<file path="src/rtl/xrr_pkg.sv">
// ----------------------------------------------------------------------------
// xrr_pkg
// Shared types and constants for the xorshift random block: kind codes,
// datapath command and status records, controller states and shift amounts.
// ----------------------------------------------------------------------------
package xrr_pkg;

    localparam int unsigned WORD_W = 32;

    // Xorshift shift amounts.
    localparam int unsigned XS_SHIFT_A = 15;
    localparam int unsigned XS_SHIFT_B = 21;
    localparam int unsigned XS_SHIFT_C = 4;

    // Seeds above this value use the halving chain.
    localparam logic [WORD_W-1:0] SEED_SPLIT = 32'd100;

    // Percent values at or above this always occur; also the percent scale.
    localparam logic [WORD_W-1:0] PCT_FULL  = 32'd100;
    localparam logic [WORD_W-1:0] PCT_SCALE = 32'd100;

    // Weights are clamped to WEIGHT_MIN..WEIGHT_MAX.
    localparam int unsigned WEIGHT_W = 7;
    localparam logic [WEIGHT_W-1:0] WEIGHT_MIN = 7'd1;
    localparam logic [WEIGHT_W-1:0] WEIGHT_MAX = 7'd99;
    localparam int unsigned DIVISOR_W = WEIGHT_W + 1;

    // Restart chain offsets for words one, two and three.
    localparam logic [WORD_W-1:0] SEED_K1 = 32'd1;
    localparam logic [WORD_W-1:0] SEED_K2 = 32'd3;
    localparam logic [WORD_W-1:0] SEED_K3 = 32'd8;

    localparam int unsigned DIV_STEPS = WORD_W;
    localparam int unsigned CNT_W     = $clog2(DIV_STEPS);

    typedef enum logic [2:0] {
        KIND_RESTART  = 3'd0,
        KIND_RAW      = 3'd1,
        KIND_RANGE    = 3'd2,
        KIND_PERCENT  = 3'd3,
        KIND_WEIGHTED = 3'd4
    } kind_t;

    typedef enum logic [3:0] {
        DP_NOP,
        DP_LOAD,
        DP_PREP,
        DP_SEED_LOAD,
        DP_SEED_STEP,
        DP_DRAW,
        DP_MUL,
        DP_ADD,
        DP_DIV_INIT,
        DP_DIV_STEP,
        DP_RESULT
    } dp_op_t;

    typedef struct packed {
        dp_op_t     op;
        logic [1:0] seed_idx;
    } dp_cmd_t;

    typedef struct packed {
        logic [2:0] kind;
        logic       bounds_equal;
        logic       pct_zero;
        logic       pct_full;
    } dp_status_t;

    typedef enum logic [3:0] {
        ST_IDLE,
        ST_DECODE,
        ST_SEED_LOAD,
        ST_SEED_STEP,
        ST_DRAW,
        ST_MUL,
        ST_ADD,
        ST_DIV_INIT,
        ST_DIV,
        ST_FINISH
    } state_t;

    function automatic logic [WEIGHT_W-1:0] clamp_weight(input logic [WORD_W-1:0] w);
        logic [WEIGHT_W-1:0] r;
        if (w < {{(WORD_W-WEIGHT_W){1'b0}}, WEIGHT_MIN}) begin
            r = WEIGHT_MIN;
        end else if (w > {{(WORD_W-WEIGHT_W){1'b0}}, WEIGHT_MAX}) begin
            r = WEIGHT_MAX;
        end else begin
            r = w[WEIGHT_W-1:0];
        end
        return r;
    endfunction

    function automatic logic [WORD_W-1:0] seed_offset(input logic [1:0] idx);
        logic [WORD_W-1:0] r;
        case (idx)
            2'd1:    r = SEED_K1;
            2'd2:    r = SEED_K2;
            2'd3:    r = SEED_K3;
            default: r = '0;
        endcase
        return r;
    endfunction

endpackage

</file>
<file path="src/rtl/xrr_datapath.sv">
// ----------------------------------------------------------------------------
// xrr_datapath
// Generator words, operand registers, shared multiplier, serial remainder
// unit and the result register. Driven one command per cycle by xrr_ctrl.
// ----------------------------------------------------------------------------
module xrr_datapath (
    input  logic                       aclk,
    input  logic                       aresetn,
    input  xrr_pkg::dp_cmd_t           cmd,
    output xrr_pkg::dp_status_t        status,
    input  logic                       cfg_we,
    input  logic [31:0]                cfg_seed_value,
    input  logic [2:0]                 in_kind,
    input  logic [31:0]                in_first_operand,
    input  logic [31:0]                in_second_operand,
    output logic [31:0]                out_value,
    output logic                       out_occurs
);
    import xrr_pkg::*;

    logic [WORD_W-1:0]    w_reg [4];
    logic [WORD_W-1:0]    seed_reg;
    logic [2:0]           kind_reg;
    logic [WORD_W-1:0]    a_reg;
    logic [WORD_W-1:0]    b_reg;
    logic [WORD_W-1:0]    lo_reg;
    logic [WORD_W-1:0]    diff_reg;
    logic [38:0]          rhs_reg;
    logic [WEIGHT_W-1:0]  wa_reg;
    logic [DIVISOR_W-1:0] divisor_reg;
    logic                 halve_reg;
    logic [WORD_W-1:0]    acc_reg;
    logic [63:0]          prod_reg;
    logic [63:0]          sum_reg;
    logic [DIVISOR_W-1:0] rem_reg;
    logic [WORD_W-1:0]    dividend_reg;
    logic [WORD_W-1:0]    value_reg;
    logic                 occurs_reg;

    logic [WORD_W-1:0]    t_word;
    logic [WORD_W-1:0]    draw_next;
    logic [WORD_W-1:0]    acc_next;
    logic [WORD_W-1:0]    mul_b;
    logic [DIVISOR_W:0]   rem_shift;
    logic [DIVISOR_W:0]   rem_diff;
    logic                 a_less;
    logic [WEIGHT_W-1:0]  wb_clamped;
    logic [WEIGHT_W-1:0]  wa_clamped;
    logic [WORD_W-1:0]    value_next;
    logic                 occurs_next;

    assign status.kind         = kind_reg;
    assign status.bounds_equal = (a_reg == b_reg);
    assign status.pct_zero     = (a_reg == '0);
    assign status.pct_full     = (a_reg >= PCT_FULL);

    assign t_word    = w_reg[0] ^ (w_reg[0] << XS_SHIFT_A);
    assign draw_next = (w_reg[3] ^ (w_reg[3] >> XS_SHIFT_B)) ^ (t_word ^ (t_word >> XS_SHIFT_C));

    assign acc_next = halve_reg ? ((acc_reg >> 1) - seed_offset(cmd.seed_idx))
                                : ((acc_reg << 1) + seed_offset(cmd.seed_idx));

    assign mul_b = (kind_reg == KIND_RANGE) ? diff_reg : PCT_SCALE;

    assign rem_shift = {rem_reg, dividend_reg[WORD_W-1]};
    assign rem_diff  = rem_shift - {1'b0, divisor_reg};

    assign a_less     = (a_reg < b_reg);
    assign wa_clamped = clamp_weight(a_reg);
    assign wb_clamped = clamp_weight(b_reg);

    always_comb begin
        value_next  = '0;
        occurs_next = 1'b0;
        case (kind_reg)
            KIND_RAW: begin
                value_next = w_reg[3];
            end
            KIND_RANGE: begin
                value_next = status.bounds_equal ? a_reg : (lo_reg + sum_reg[63:32]);
            end
            KIND_PERCENT: begin
                if (status.pct_zero) begin
                    occurs_next = 1'b0;
                end else if (status.pct_full) begin
                    occurs_next = 1'b1;
                end else begin
                    occurs_next = (prod_reg <= {25'd0, rhs_reg});
                end
            end
            KIND_WEIGHTED: begin
                // (word mod (A+B)) + 1 <= A is the same as remainder < A.
                occurs_next = (rem_reg < {1'b0, wa_reg});
            end
            default: begin
                value_next  = '0;
                occurs_next = 1'b0;
            end
        endcase
    end

    // Generator words and the configured seed.
    always_ff @(posedge aclk) begin
        if (!aresetn) begin
            for (int i = 0; i < 4; i++) begin
                w_reg[i] <= '0;
            end
            seed_reg <= '0;
        end else begin
            if (cfg_we) begin
                seed_reg <= cfg_seed_value;
            end
            case (cmd.op)
                DP_SEED_LOAD: begin
                    w_reg[0] <= seed_reg;
                end
                DP_SEED_STEP: begin
                    w_reg[cmd.seed_idx] <= acc_next;
                end
                DP_DRAW: begin
                    w_reg[0] <= w_reg[1];
                    w_reg[1] <= w_reg[2];
                    w_reg[2] <= w_reg[3];
                    w_reg[3] <= draw_next;
                end
                default: begin
                end
            endcase
        end
    end

    // Operand, arithmetic and result registers.
    always_ff @(posedge aclk) begin
        case (cmd.op)
            DP_LOAD: begin
                kind_reg <= in_kind;
                a_reg    <= in_first_operand;
                b_reg    <= in_second_operand;
            end
            DP_PREP: begin
                lo_reg      <= a_less ? a_reg : b_reg;
                diff_reg    <= a_less ? (b_reg - a_reg) : (a_reg - b_reg);
                // p * (2^32 - 1) for 1 <= p <= 99, split into its two halves.
                rhs_reg     <= {a_reg[6:0] - 7'd1, (~a_reg) + 32'd1};
                wa_reg      <= wa_clamped;
                divisor_reg <= {1'b0, wa_clamped} + {1'b0, wb_clamped};
            end
            DP_SEED_LOAD: begin
                acc_reg   <= seed_reg;
                halve_reg <= (seed_reg > SEED_SPLIT);
            end
            DP_SEED_STEP: begin
                acc_reg <= acc_next;
            end
            DP_MUL: begin
                prod_reg <= w_reg[3] * mul_b;
            end
            DP_ADD: begin
                // word * (diff + 1) without a 33-bit multiplier operand.
                sum_reg <= prod_reg + {32'd0, w_reg[3]};
            end
            DP_DIV_INIT: begin
                rem_reg      <= '0;
                dividend_reg <= w_reg[3];
            end
            DP_DIV_STEP: begin
                rem_reg      <= rem_diff[DIVISOR_W] ? rem_shift[DIVISOR_W-1:0]
                                                    : rem_diff[DIVISOR_W-1:0];
                dividend_reg <= dividend_reg << 1;
            end
            DP_RESULT: begin
                value_reg  <= value_next;
                occurs_reg <= occurs_next;
            end
            default: begin
            end
        endcase
    end

    assign out_value  = value_reg;
    assign out_occurs = occurs_reg;

endmodule

</file>
<file path="src/rtl/xrr_ctrl.sv">
// ----------------------------------------------------------------------------
// xrr_ctrl
// Sequencer for the xorshift random block. Owns the input and result
// handshakes and issues one datapath command per cycle.
// ----------------------------------------------------------------------------
module xrr_ctrl (
    input  logic                    aclk,
    input  logic                    aresetn,
    input  logic                    s_valid,
    output logic                    s_ready,
    output logic                    m_valid,
    input  logic                    m_ready,
    output xrr_pkg::dp_cmd_t        cmd,
    input  xrr_pkg::dp_status_t     status
);
    import xrr_pkg::*;

    state_t           state_reg;
    state_t           state_next;
    logic [CNT_W-1:0] cnt_reg;
    logic [CNT_W-1:0] cnt_next;
    logic             m_valid_reg;
    logic             m_valid_next;

    always_ff @(posedge aclk) begin
        if (!aresetn) begin
            state_reg   <= ST_IDLE;
            cnt_reg     <= '0;
            m_valid_reg <= 1'b0;
        end else begin
            state_reg   <= state_next;
            cnt_reg     <= cnt_next;
            m_valid_reg <= m_valid_next;
        end
    end

    always_comb begin
        state_next   = state_reg;
        cnt_next     = cnt_reg;
        m_valid_next = m_valid_reg && !m_ready;
        s_ready      = 1'b0;
        cmd.op       = DP_NOP;
        cmd.seed_idx = cnt_reg[1:0] + 2'd1;
        case (state_reg)
            ST_IDLE: begin
                s_ready = 1'b1;
                if (s_valid) begin
                    cmd.op     = DP_LOAD;
                    state_next = ST_DECODE;
                end
            end
            ST_DECODE: begin
                cmd.op = DP_PREP;
                case (status.kind)
                    KIND_RESTART:  state_next = ST_SEED_LOAD;
                    KIND_RAW:      state_next = ST_DRAW;
                    KIND_RANGE:    state_next = status.bounds_equal ? ST_FINISH : ST_DRAW;
                    KIND_PERCENT:  state_next = (status.pct_zero || status.pct_full)
                                                ? ST_FINISH : ST_DRAW;
                    KIND_WEIGHTED: state_next = ST_DRAW;
                    default:       state_next = ST_FINISH;
                endcase
            end
            ST_SEED_LOAD: begin
                cmd.op     = DP_SEED_LOAD;
                cnt_next   = '0;
                state_next = ST_SEED_STEP;
            end
            ST_SEED_STEP: begin
                cmd.op   = DP_SEED_STEP;
                cnt_next = cnt_reg + 1'b1;
                // Words one to three are filled in turn.
                if (cnt_reg[1:0] == 2'd2) begin
                    state_next = ST_FINISH;
                end
            end
            ST_DRAW: begin
                cmd.op = DP_DRAW;
                case (status.kind)
                    KIND_RANGE:    state_next = ST_MUL;
                    KIND_PERCENT:  state_next = ST_MUL;
                    KIND_WEIGHTED: state_next = ST_DIV_INIT;
                    default:       state_next = ST_FINISH;
                endcase
            end
            ST_MUL: begin
                cmd.op     = DP_MUL;
                state_next = (status.kind == KIND_RANGE) ? ST_ADD : ST_FINISH;
            end
            ST_ADD: begin
                cmd.op     = DP_ADD;
                state_next = ST_FINISH;
            end
            ST_DIV_INIT: begin
                cmd.op     = DP_DIV_INIT;
                cnt_next   = '0;
                state_next = ST_DIV;
            end
            ST_DIV: begin
                cmd.op   = DP_DIV_STEP;
                cnt_next = cnt_reg + 1'b1;
                if (cnt_reg == CNT_W'(DIV_STEPS - 1)) begin
                    state_next = ST_FINISH;
                end
            end
            ST_FINISH: begin
                // The result register is written only once the previous
                // request has left it.
                if (!m_valid_reg || m_ready) begin
                    cmd.op       = DP_RESULT;
                    m_valid_next = 1'b1;
                    state_next   = ST_IDLE;
                end
            end
            default: begin
                state_next = ST_IDLE;
            end
        endcase
    end

    assign m_valid = m_valid_reg;

endmodule

</file>
<file path="src/rtl/xorshift_random_with_ranges.sv">
// ----------------------------------------------------------------------------
// xorshift_random_with_ranges
// Four-word xorshift generator with restart, raw, ranged, percent and
// weighted draws. One result per request.
// ----------------------------------------------------------------------------
//  Channel  | Handshake             | Payload
//  ---------+-----------------------+------------------------------------------
//  input    | s_valid / s_ready     | s_kind, s_first_operand, s_second_operand
//  result   | m_valid / m_ready     | m_value, m_occurs
//  config   | cfg_valid / cfg_ready | cfg_seed_value
//
//  A request is loaded and decoded; a draw steps the generator, ranged and
//  percent draws go on through the multiplier, a restart takes one step per
//  seeded word and a weighted draw runs the one-bit-per-cycle remainder unit.
//  Requests are handled one at a time; a finished result may wait in the
//  output register while the next request is accepted. Reset clears the
//  generator words and the seed. cfg_ready is always high.
// ----------------------------------------------------------------------------
module xorshift_random_with_ranges (
    input  logic        aclk,
    input  logic        aresetn,
    input  logic        s_valid,
    output logic        s_ready,
    input  logic [2:0]  s_kind,
    input  logic [31:0] s_first_operand,
    input  logic [31:0] s_second_operand,
    output logic        m_valid,
    input  logic        m_ready,
    output logic [31:0] m_value,
    output logic        m_occurs,
    input  logic        cfg_valid,
    output logic        cfg_ready,
    input  logic [31:0] cfg_seed_value
);
    import xrr_pkg::*;

    dp_cmd_t    cmd;
    dp_status_t status;

    assign cfg_ready = 1'b1;

    xrr_ctrl u_ctrl (
        .aclk    (aclk),
        .aresetn (aresetn),
        .s_valid (s_valid),
        .s_ready (s_ready),
        .m_valid (m_valid),
        .m_ready (m_ready),
        .cmd     (cmd),
        .status  (status)
    );

    xrr_datapath u_datapath (
        .aclk              (aclk),
        .aresetn           (aresetn),
        .cmd               (cmd),
        .status            (status),
        .cfg_we            (cfg_valid && cfg_ready),
        .cfg_seed_value    (cfg_seed_value),
        .in_kind           (s_kind),
        .in_first_operand  (s_first_operand),
        .in_second_operand (s_second_operand),
        .out_value         (m_value),
        .out_occurs        (m_occurs)
    );

endmodule

</file>
<file path="config.mk">
export PLATFORM = sky130hd
export DESIGN_NAME = xorshift_random_with_ranges
export DESIGN_NICKNAME = d
export VERILOG_FILES = /design/src/rtl/xrr_pkg.sv /design/src/rtl/xrr_datapath.sv /design/src/rtl/xrr_ctrl.sv /design/src/rtl/xorshift_random_with_ranges.sv
export SDC_FILE = /design/constraint.sdc
export NUM_CORES = 2
export LEC_CHECK = 0
export BUFFER_PORTS_ARGS = -buffer_cell sky130_fd_sc_hd__buf_2
export CAP_MARGIN = 5
export CORE_MARGIN = 8
export CORE_UTILIZATION = 40
export DETAILED_ROUTE_END_ITERATION = 6
export GPL_TIMING_DRIVEN = 0
export HOLD_SLACK_MARGIN = 0.06
export SLEW_MARGIN = 0
export SYNTH_ARGS = -nofsm -noshare
export SYNTH_HDL_FRONTEND = slang
export SYNTH_SLANG_ARGS = --single-unit
</file>
<file path="constraint.sdc">
create_clock -name aclk -period 12 [get_ports aclk]
set_input_delay 0.6 -clock aclk [delete_from_list [all_inputs] [get_ports aclk]]
set_output_delay 0.6 -clock aclk [all_outputs]
set_load 0.02 [all_outputs]
</file>
-- Word level (Yosys, flattened, before mapping)
Memories as Yosys holds them, arrays and structs flattened.
Cells that the tools add are included.
Widths: inputs -> output; s select.
- register bits: 461
- bits in writable memories: 128
- output and inout port bits: 36
- memories: 1
- memories (name ; depth ; bits a word ; rd ports ; clocked after memory_dff ; wr ports ; line ; text):
    u_datapath.w_reg ; 4 ; 32 ; 4 ; 0 ; 4 ; xrr_datapath.sv:21 ; logic [WORD_W-1:0] w_reg [4];
- add/sub/neg operators: 12
- multiply operators: 1
- magnitude comparators: 9
- equality and inequality tests: 33
- mux-type cells: 53
- bitwise logic cells: 10
- reduce and logical (&&, ||, !) cells: 17
- operator list (kind ; count):
    $mux 32 ; 11
    $pmux 32 s2 ; 3
    $gt 32x7->1 const B ; 3
    $pmux 4 s10 ; 2
    $add 32x32->32 ; 2
    $add 64x32->64 ; 1
    $le 64x39->1 ; 1
    $lt 32x1->1 const B ; 2
    $mul 32x32->64 ; 1
    $sub 32x32->32 ; 2
    $xor 32x32->32 ; 2
    $add 32x1->32 const B ; 1
    $eq 32x32->1 ; 1
    $eq 4x3->1 const B ; 8
    $ge 32x7->1 const B ; 1
    $logic_not 32->1 ; 1
    $lt 32x32->1 ; 1
    $mux 4 ; 8
    $not 32->32 ; 1
    $reduce_or 32->1 ; 1
    $sub 31x32->32 ; 1
    $xor 32x11->32 ; 1
    $xor 32x28->32 ; 1
    $mux 7 ; 4
    other kinds (35) ; 75

-- Longest topological paths before layout
- word-level depth: 11
- mapped depth: 34
- depth with buffers taken out: 30

-- Cells and area by module
A second synthesis with hierarchy kept.
- cell total of the unflattened synthesis: 6842
- area total of the unflattened synthesis: 65641.7 um^2
- modules (own cells, without submodules) (module ; instances ; cells an instance ; area each (um^2)):
    xrr_datapath ; 1 ; 6721 ; 64779.6
    xrr_ctrl ; 1 ; 119 ; 850.8
    xorshift_random_with_ranges ; 1 ; 2 ; 11.3

-- Least setup slack after synthesis
No wires, ideal clock.
- path type: reg-to-reg
- start: register u_ctrl.state_reg[0]
- end: register u_ctrl.state_reg[3]
- setup time: 0.060 ns
- data arrival time: 10.282 ns
- setup slack: 1.658 ns
- stages on the path, launching flop included: 7
- clock period less this slack: 10.342 ns
- cell sequence: dfxtp_1 clkbuf_1 nand2b_1 nor3_1 a221oi_1 o31ai_1 and2_1
- longest elaborated chain between the ends: 3
- ends and longest elaborated chain (item ; line ; text):
    start, declared ; xrr_ctrl.sv:18 ; state_t state_reg;
    start signal, assigned ; xrr_ctrl.sv:31 ; state_reg <= state_next;
    $eq 4x4->1, or another cell as far along ; xrr_ctrl.sv:44 ; case (state_reg)
    $ne 2x1->1 (no source line) / $ne 2x2->1 (equally long branches) ; -- ;
    $reduce_and 4->1 (no source line) ; -- ;
Several ways; a longest one is shown, not always the timed one.
A chain may end at the register's enable or synchronous reset.

-- Worst setup path after layout
- start: register u_datapath.kind_reg[1]
- end: register u_datapath.prod_reg[56] (data pin)
- longest elaborated chain between the ends: 3
- ends and longest elaborated chain (item ; line ; text):
    start, declared ; xrr_datapath.sv:23 ; logic [2:0] kind_reg;
    start signal, assigned ; xrr_datapath.sv:136 ; kind_reg <= in_kind;
    $eq 3x2->1 ; xrr_datapath.sv:63 ; assign mul_b = (kind_reg == KIND_RANGE) ? diff_reg : PCT_SCALE;
    $mux 32 ; xrr_datapath.sv:63 ;
    $mul 32x32->64 ; xrr_datapath.sv:156 ; prod_reg <= w_reg[3] * mul_b;
    end signal, assigned ; xrr_datapath.sv:156 ;
    end, declared ; xrr_datapath.sv:33 ; logic [63:0] prod_reg;
Every way passes these cells.

==> run metrics <==
top_reg_cell synth=edfxtp_1; GRT Resource Usage Total=around 33%; first-pass GRT wire length=between 400000 and 500000 um; grt ovf=0; RR Startpoint=u_datapath.kind_reg[1]; worst skew pair latency=between 0.6 and 0.7 ns; initial antenna violation count=53; Die Wd=~420 um; failing checks=capacitance limit, slew limit; CP startpoint kind=flop; min-delay worst type=input pin to flop; Worst Path Arrival=roughly 12 ns; drt first-iter violations=6620; Synth Area per Inst=about 9.6 sq um; Post-synth EDFFs=between 500 and 600; vias per cell=5.91; 1st-pass router iterations=6; post-synthesis sequential element count=557; Final nets=~8500; RSZ-0062 raised after global routing=no; vias in the first global route=roughly 55000; port bufs=around 140; Static Leak=33.3 nW; mapped cell area=roughly 65000 sq um; Worst Setup SP=u_datapath.kind_reg[1]; Non-Filler Instances=between 9000 and 10000; max_slew headroom=-4.75%; Clock H-tree levels=2; residual DRC count=0; final HPWL from detailed placement=232000 um; final hold slack=around 0.11 ns; Slew Viols, Final=20; boundary pin count=140; Num CTS Buffers=between 50 and 60; Total Neg Setup Slack=0 ns; Post-DRT Antenna Nets=0; Seq/Total Area, Yosys=around 25%; FILL cells=~16000; pwr dens=approximately 270 nW/um^2; cts hold-fix bufs=0; outcome=finished with violations; Data required, critical path=around 12 ns; async set-reset flop share out of synthesis=0%; Max Clock Freq=around 84 MHz; Max Cap Viol=2; Hold Vio Cnt, Final=0; max reg flops=128; Worst-Margin Slew=1.57 ns; CTS tree=done; yosys warns=0; core area=163000 sq um; VDD IR max=0.271 mV; largest net degree at the start of global routing=66; Root Driver=clkbuf_16; Final GP Congestion=roughly 1.0; Initial Utilization=around two fifths; Clock Skew=between 0.04 and 0.05 ns; Setup crit end kind=flop; num rows=between 100 and 150; post-CTS setup buffer count=0; area delta synth->final=9.20%; die height=420 um; Clock Tree Buf Depth=3; die area=177000 sq um; layout cells sized above 1=~5.4%; Final Critical Period=11.91 ns; worst-path fanout max=10; HP Start=s_first_operand[21]; Cells after Synth=between 6000 and 7000; wire length per cell=between 30 and 40 um; Unique masters post-synth=76; CTS sink cnt=557; dpl cells=roughly 9200; Resized Gates After CTS=15; total wire length=between 200000 and 300000 um; clock slew at reported path FFs=0.07 ns; final setup fails=0; Net Count, Synth=8278; routed vias=approximately 55000; crit path kind=flop to flop; period utilization=99.2%
## placed cells by master (no fill, tap or decap), types with 12 or more instances in the layout
| cell | netlist | final |
|---|---|---|
| inv_1 | 1077 | 1076 |
| fa_1 | 902 | 902 |
| nand2_1 | 838 | 835 |
| and3_1 | 547 | 546 |
| edfxtp_1 | 515 | 515 |
| ha_1 | 462 | 462 |
| clkbuf_1 | 396 | 333 |
| o21ai_0 | 273 | 271 |
| a21oi_1 | 238 | 238 |
| xnor2_1 | 227 | 227 |
| nor2_1 | 180 | 179 |
| buf_2 | 3 | 145 |
| and2_1 | 122 | 121 |
| xor2_1 | 93 | 93 |
| a21o_1 | 91 | 91 |
| mux2i_1 | 88 | 88 |
| nand3_1 | 72 | 72 |
| clkbuf_2 | 0 | 66 |
| nor2b_1 | 65 | 64 |
| o22ai_1 | 63 | 63 |
| nand4_1 | 62 | 62 |
| diode_2 | 0 | 61 |
| nor3_1 | 59 | 57 |
| clkbuf_16 | 0 | 55 |
| o21bai_1 | 46 | 46 |
| dfxtp_1 | 42 | 42 |
| nor4_1 | 35 | 35 |
| a31oi_1 | 29 | 29 |
| nand2b_1 | 27 | 27 |
| a211oi_1 | 27 | 26 |
| buf_1 | 25 | 22 |
| or3_1 | 18 | 18 |
| buf_6 | 1 | 16 |
| clkinv_2 | 0 | 16 |
| o21a_1 | 15 | 15 |
| o31ai_1 | 15 | 14 |
| a21boi_0 | 12 | 12 |
## layer usage
| layer | track usage [%] | part of all wire [%] |
|---|---|---|
| met5 | 0 | 0.037 |
| met4 | 17.2 | 6.5 |
| met3 | 6.96 | 10 |
| met2 | 50.8 | 44 |
| met1 | 43.1 | 39 |
## cell usage after synthesis (all sizes together), types with 8 or more instances
cell,number,area (sq um)
and2,125,782
o22ai,63,394
or4,9,75.1
nor2b,65,407
a21boi,12,90.1
nand2b,27,169
mux2,8,90.1
a21o,91,683
and3,547,3420
o21a,15,113
clkbuf,396,1490
xor2,93,815
fa,902,18100
o21ai,283,1420
ha,462,5780
o211ai,10,75.1
dfxtp,42,841
mux2i,88,881
nor4,35,219
edfxtp,515,15500
or3,19,124
nand4,62,388
nor3,59,295
o21bai,46,345
nand2,838,3150
a31oi,29,181
buf,30,128
o31ai,15,113
inv,1077,4040
a211oi,27,203
nand3,72,360
nor2,180,676
xnor2,227,1990
a221o,9,90.1
a21oi,238,1190
## layout make-up
class / instances / area [sq um] / area share (%)
inverter: 1077 / 4040 / 5.66
multi-input combinational: 4750 / 43500 / 60.9
antenna: 61 / 153 / 0.214
sequential: 557 / 16300 / 22.8
buffer: 425 / 1700 / 2.38
clock inverter: 37 / 387 / 0.542
timing repair buffer: 174 / 1190 / 1.67
tap: 2175 / 2720 / 3.81
clock buffer: 61 / 1410 / 1.97
## logic make-up after synthesis
| family | after synthesis | share of synthesized area [%] |
|---|---|---|
| and+or+nand+nor | 2064 | 15.7 |
| buffers and inverters | 1503 | 8.66 |
| adders and majority gates | 1364 | 36.5 |
| AOI/OAI and AO/OA | 905 | 8.43 |
| DFF | 557 | 25.0 |
| xor gates and xnor gates | 320 | 4.29 |
| muxes | 96 | 1.49 |
| other | 1 | 0.00574 |
## metrics by stage
| step | utilization (%) | instance area (sq um) | setup WS, ns | power (mW) |
|---|---|---|---|---|
| after floorplan | - | 65400 | 1.66 | 11.4 |
| after global placement | 42.3 | 68800 | -3.18 | 16.7 |
| after detailed placement | 42.6 | 69300 | -1.18 | 16.5 |
| after CTS | 43.7 | 71100 | 0.0230 | 18.6 |
| after global routing | 43.8 | 71200 | 0.0176 | 20.1 |
| final | 43.9 | 71400 | 0.0938 | 19.1 |
## final timing paths
path              slack [ns]                          end  cells after the start
hold / removal          0.11         u_datapath.a_reg[21]                      1
setup reg to reg        0.09      u_datapath.prod_reg[56]                     27
setup / recovery        0.09      u_datapath.prod_reg[56]                     27
hold reg to reg         0.51  u_datapath.dividend_reg[19]                      2
## power breakdown
group / internal (mW) / switching (mW) / leakage (nW)
registers: 2.99 / 0.566 / 5.23
clock network: 0.964 / 0.826 / 0.893
logic: 4.51 / 9.20 / 27.1
## critical path, stage by stage, from the launching register on
cell	delay (ns)
edfxtp_1	0.46
nor2b_1	0.40
nor2b_1	0.50
buf_2	0.62
clkbuf_2	0.61
clkbuf_1	0.45
clkbuf_1	0.75
and3_1	0.29
fa_1	0.42
inv_1	0.08
fa_1	0.47
fa_1	0.52
fa_1	0.52
inv_1	0.06
fa_1	0.59
fa_1	0.44
fa_1	0.61
fa_1	0.52
ha_1	0.32
clkbuf_1	0.30
nand2_1	0.15
nor3_1	0.60
nand4b_1	0.17
o21ai_1	0.55
a211oi_2	0.28
o31ai_2	0.51
a2111oi_0	0.19
nor3_1	0.27
No activity file was read; power rests on OpenSTA's default activity.
